--- src/rtl/lpm_pkg.sv ---
// Shared types, widths and codes for the route and ARP lookup block.
// Used by lpm_front, lpm_back and the top level lpm_route_and_arp_lookup.
// Has no dependencies of its own.
`default_nettype none

package lpm_pkg;

  localparam int ADDR_W = 32;
  localparam int MAC_W = 48;
  localparam int PORT_W = 2;
  localparam int IDX_W = 7;
  localparam int MODE_W = 2;
  localparam int CNT_W = 8;
  localparam int LEN_W = 6;
  localparam int CFG_IDX_W = 8;

  localparam int ROUTE_DEPTH_DEF = 128;
  localparam int ARP_DEPTH_DEF = 128;
  localparam int QUEUE_DEPTH = 2;

  // Input mode codes.
  localparam logic [MODE_W-1:0] MODE_ROUTE_WR = 2'd0;
  localparam logic [MODE_W-1:0] MODE_ARP_WR = 2'd1;
  localparam logic [MODE_W-1:0] MODE_LOOKUP = 2'd2;

  // Configuration register indexes.
  localparam logic [CFG_IDX_W-1:0] REG_ROUTE_COUNT = 8'd0;
  localparam logic [CFG_IDX_W-1:0] REG_ARP_COUNT = 8'd1;

  typedef enum logic [1:0] {
    OP_ROUTE_WR = 2'd0,
    OP_ARP_WR   = 2'd1,
    OP_LOOKUP   = 2'd2
  } op_t;

  // One classified word handed from the front to the back.
  typedef struct packed {
    op_t               op;
    logic [IDX_W-1:0]  idx;
    logic [ADDR_W-1:0] prefix;
    logic [ADDR_W-1:0] mask;
    logic [ADDR_W-1:0] hop;
    logic [PORT_W-1:0] port;
    logic [ADDR_W-1:0] addr;
    logic [MAC_W-1:0]  mac;
  } cmd_t;

  typedef struct packed {
    logic [ADDR_W-1:0] prefix;
    logic [ADDR_W-1:0] mask;
    logic [ADDR_W-1:0] hop;
    logic [PORT_W-1:0] port;
  } route_ent_t;

  typedef struct packed {
    logic [ADDR_W-1:0] ip;
    logic [MAC_W-1:0]  mac;
  } arp_ent_t;

  // Handshake between the front queue and the back.
  typedef struct packed {
    logic valid;
    cmd_t cmd;
  } cmd_chan_t;

endpackage

`default_nettype wire

--- src/rtl/lpm_front.sv ---
// Front part: accepts input words, classifies them and queues them for the back.
// Depends on lpm_pkg for the command type, mode codes and queue depth.
`default_nettype none

module lpm_front #(
  parameter int ROUTE_DEPTH = lpm_pkg::ROUTE_DEPTH_DEF,
  parameter int ARP_DEPTH = lpm_pkg::ARP_DEPTH_DEF
) (
  input  wire logic                          clk,
  input  wire logic                          rst,
  input  wire logic                          in_valid,
  output logic                               in_stall,
  input  wire logic [lpm_pkg::MODE_W-1:0]    mode,
  input  wire logic [lpm_pkg::IDX_W-1:0]     entry_index,
  input  wire logic [lpm_pkg::ADDR_W-1:0]    route_prefix_in,
  input  wire logic [lpm_pkg::ADDR_W-1:0]    route_mask_in,
  input  wire logic [lpm_pkg::ADDR_W-1:0]    route_hop_in,
  input  wire logic [lpm_pkg::PORT_W-1:0]    route_port_in,
  input  wire logic [lpm_pkg::ADDR_W-1:0]    addr_in,
  input  wire logic [lpm_pkg::MAC_W-1:0]     mac_in,
  output lpm_pkg::cmd_chan_t                 cmd_out,
  input  wire logic                          cmd_take
);

  localparam int QD = lpm_pkg::QUEUE_DEPTH;
  localparam int QW = (QD > 1) ? $clog2(QD) : 1;
  localparam int QCW = $clog2(QD + 1);

  lpm_pkg::cmd_t queue [QD];
  logic [QW-1:0]  wr_ptr;
  logic [QW-1:0]  rd_ptr;
  logic [QCW-1:0] fill;

  lpm_pkg::cmd_t cmd_new;
  logic          keep;
  logic          accept;
  logic          push;

  // Mode three and writes past the end of a table leave no trace.
  always_comb begin
    cmd_new.idx = entry_index;
    cmd_new.prefix = route_prefix_in;
    cmd_new.mask = route_mask_in;
    cmd_new.hop = route_hop_in;
    cmd_new.port = route_port_in;
    cmd_new.addr = addr_in;
    cmd_new.mac = mac_in;
    unique case (mode)
      lpm_pkg::MODE_ROUTE_WR: begin
        cmd_new.op = lpm_pkg::OP_ROUTE_WR;
        keep = 32'(entry_index) < 32'(ROUTE_DEPTH);
      end
      lpm_pkg::MODE_ARP_WR: begin
        cmd_new.op = lpm_pkg::OP_ARP_WR;
        keep = 32'(entry_index) < 32'(ARP_DEPTH);
      end
      lpm_pkg::MODE_LOOKUP: begin
        cmd_new.op = lpm_pkg::OP_LOOKUP;
        keep = 1'b1;
      end
      default: begin
        cmd_new.op = lpm_pkg::OP_LOOKUP;
        keep = 1'b0;
      end
    endcase
  end

  assign in_stall = (fill == QCW'(QD));
  assign accept = in_valid && !in_stall;
  assign push = accept && keep;

  assign cmd_out.valid = (fill != '0);
  assign cmd_out.cmd = queue[rd_ptr];

  always_ff @(posedge clk) begin
    if (push) begin
      queue[wr_ptr] <= cmd_new;
    end
  end

  always_ff @(posedge clk) begin
    if (rst) begin
      wr_ptr <= '0;
      rd_ptr <= '0;
      fill <= '0;
    end else begin
      if (push) begin
        wr_ptr <= (wr_ptr == QW'(QD - 1)) ? '0 : wr_ptr + 1'b1;
      end
      if (cmd_take) begin
        rd_ptr <= (rd_ptr == QW'(QD - 1)) ? '0 : rd_ptr + 1'b1;
      end
      if (push && !cmd_take) begin
        fill <= fill + 1'b1;
      end else if (!push && cmd_take) begin
        fill <= fill - 1'b1;
      end
    end
  end

endmodule

`default_nettype wire

--- config.mk ---
export PLATFORM = sky130hd
export DESIGN_NAME = lpm_front
export DESIGN_NICKNAME = d
export VERILOG_FILES = /design/src/rtl/lpm_pkg.sv /design/src/rtl/lpm_front.sv
export SDC_FILE = /design/constraint.sdc
export NUM_CORES = 1
export LEC_CHECK = 0
export BUFFER_PORTS_ARGS = -buffer_cell sky130_fd_sc_hd__buf_2
export CORE_UTILIZATION = 45
export CTS_CLUSTER_SIZE = 12
export DETAILED_ROUTE_END_ITERATION = 6
export HOLD_SLACK_MARGIN = 0.02
export MAX_ROUTING_LAYER = met4
export PLACE_DENSITY = 0.68
export SKIP_LAST_GASP = 1
export SYNTH_ARGS = -nofsm -noshare
export SYNTH_HDL_FRONTEND = slang
export SYNTH_SLANG_ARGS = --single-unit
--- constraint.sdc ---
create_clock -name clk -period 14.2 [get_ports clk]
set_clock_uncertainty 0.1 [all_clocks]
set_input_delay 1.42 -clock clk [delete_from_list [all_inputs] [get_ports clk]]
set_output_delay 1.42 -clock clk [all_outputs]
set_load 0.005 [all_outputs]
==> results.md <==
- Outcome: completed
- Final ANT Viol Nets: 0
- DRC violations left: 0
- CP Launch Type: register
- Worst-case reg-to-reg path depth: 5
- Area growth syn-to-layout: 24.7%
- Fmax: 202 MHz
- IO buf count: 379
- Clock root buffer: clkbuf_16
- Met2 usage: 0.290
- Clk_lat worst skew: 520 ps
- Critical Path RT: 12680 ps
- Simple-gate share of the synthesized area: 0.00429
- Design Power: 2660 uW
- # IOs: 380
- Tmin final: 4960 ps
- Post-synth top area cell: edfxtp_1
- Netlist cell types: 20
- Ys async rst share: 0
- Clock power frac: 0.368
- Sum of negative setup slack: 0 ps
- Vias: 7005
- Chip width: 180 um
- Register area share after synthesis: 0.793
- Most common cell in the netlist: edfxtp_1
- Worst R2R End: queue[0][41]
- Routability cong.: 0.801
- Share of layout cells above drive strength 1: 0.606
- Iter 0 DRT Violations: 378
- Post-CTS Hold Fix Bufs: 0
- Dpl hpwl: 19.0 mm
- DR WL/cell: 19.6 um
- Post-Synth XOR/XNOR Area: 0.00184
- Critical path endpoint category: primary output
- Net Count, Synth: 801
- Worst hold path type: reg2reg
- Top-area cell type share of the netlist area: 0.786
- Pleak: 0.00690 uW
- Core area: 30900 um^2
- Setup Fix Bufs, Post-CTS: 0
- Sequential Power Share: 0.513
- Die span in y: 180 um
- Resized cells post-CTS: 0
- Vias in the first global route: 7234
- Num Clock Sinks: 379
- First drt pass iteration count: 4
- GRT Util Overall: 0.175
- Relative slew slack: 0.283
- Initial antenna violation count: 7
- Most Crowded Layer GR: met2
- M1 GR Usage: 0.202
- First-pass GRT wire length: 41.4 mm
- CTS tree: built
- Largest family of logic cells by synthesized area: multiplexers
- Initial core utilization: 0.462
- Unrepaired setup endpoints after global routing: no
- Synth Register Bits: 379
- Power Density: 149 nW/um^2
- Avg Inst Size Synth: 23.5 um^2
- Final Hold Vio Count: 0
- Slew Limit Fails: 0
- Dominant synthesized flop cell: edfxtp_1
- Area of the die: 32500 um^2
- Fin nets: 1210
- Routed wire length: 28.4 mm
- Hold Crit Depth: 2
- Hold path start: fill[1]
- Cells after Synth: 609
- FF-to-FF Start: fill[0]
- P_int: 2090 uW
- Mux cell area share after synthesis: 0.182
- CP arrival: 3440 ps
- Clk buf depth: 3
- CP Class: reg2out
- Switching Share: 0.216
- Post-Synth Adder-Cell Area: 0.000876
- Largest net degree at the start of global routing: 78
- Sw Pwr: 576 uW
- Met3 Usage GRT: 0.0437
- H-Tree Depth: 2
- Slew @ Worst Pin: 1070 ps
- Maximum vdd drop: 0.0997 mV
- Number of synthesized flops with an enable pin: 374
- Post-Syn Area: 14300 um^2
- Most frequent cells after synthesis: edfxtp_1 (374), mux2_4 (130), mux2_2 (58), buf_6 (16)
- Clock slew at reported path FFs: 60 ps
- Max-cap violation count: 0
- Critical-path maximum fanout: 50
- Grt ovf: 0
- Crit share post-route: 0.349
- Via density: 4.83
- FF-to-FF setup slack: 11110 ps
- Final setup fails: 0
- Synth Area in Compound Gates: 0.00210
- # rows: 64
- TritonCTS Buffers: 42
- Gate power share: 0.119
- Top cells by area, synth: edfxtp_1 (79%), mux2_4 (14%), mux2_2 (4.6%)
- Hold Path End: fill[1]
- Synth warnings: 0
==> routing by layer <==
layer / up-vias / share of wire
met5: - / 0
met3: 57 / 0.065
met1: 3423 / 0.39
met2: 276 / 0.51
li1: 3249 / -
met4: 0 / 0.035
==> stage by stage <==
stage | cell area [um^2] | utilization | std cells | setup slack (ps) | hold slack, ps
after floorplan | 14300 | - | 609 | 3390 | 356
after global placement | 16500 | 0.535 | 1370 | 9780 | 374
after detailed placement | 16500 | 0.535 | 1370 | 9740 | 397
after CTS | 17800 | 0.575 | 1442 | 9160 | 406
after global routing | 17800 | 0.576 | 1449 | 9060 | 437
final | 17800 | 0.576 | 1449 | 9240 | 400
==> flip-flops by register name, indices dropped and copies added, names as in the netlist, named ones only <==
register / count
queue: 374
wr_ptr: 1
rd_ptr: 1
fill: 2
==> area by class of cell <==
type                            count  area (um^2)
Inverter                            2         7.51
Multi-Input combinational cell    206         2750
Fill cell                        2398        13100
Clock inverter                     11         93.8
Antenna cell                        7         17.5
Sequential cell                   379        11300
Clock buffer                       61         1150
Timing Repair Buffer              387         1960
Tap cell                          396          495
==> cell families after synthesis <==
group,Yosys count
multiplexers,188
XOR/XNOR,3
AO/OA/AOI/OAI,3
adder cells (fa/ha/maj),1
buffers and inverters,24
AND/OR/NAND/NOR,11
flip-flops,379
==> how the worst max path moves through the flow <==
| stage | from | to | slack [ps] | depth (start not counted) |
|---|---|---|---|---|
| CTS | register | cmd_out[55] | 9160 | 4 |
| finish | register | cmd_out[55] | 9240 | 4 |
| global placement | register | cmd_out[44] | 9780 | 4 |
| global route | register | cmd_out[55] | 9060 | 4 |
| detailed placement | register | cmd_out[55] | 9740 | 4 |
| floorplan | in_valid | queue[0][0] | 3390 | 3 |
==> power groups by stage <==
stage / combinational, uW / sequential (uW) / clock [uW]
after floorplan: 192 / 1400 / 0
after global placement: 317 / 1390 / 0
after detailed placement: 321 / 1390 / 0
after CTS: 322 / 1370 / 1000
after global routing: 339 / 1370 / 1050
final: 315 / 1370 / 980
==> critical path, stage by stage, from the launching register on <==
cell     delay (ps)
dfxtp_4         830
buf_4           700
buf_4           790
mux2_4          360
buf_2           130
==> layout by cell type (no fill, tap or decap), types with 3 or more instances in the layout <==
cell / synthesis / final
mux2_2: 58 / 58
buf_2: 5 / 379
buf_4: 0 / 8
edfxtp_1: 374 / 374
clkbuf_16: 0 / 43
dfxtp_1: 5 / 4
nor2_1: 4 / 4
mux2_4: 130 / 130
diode_2: 0 / 7
clkbuf_1: 1 / 17
clkinv_2: 0 / 3
Power figures use the tool's default switching activity.
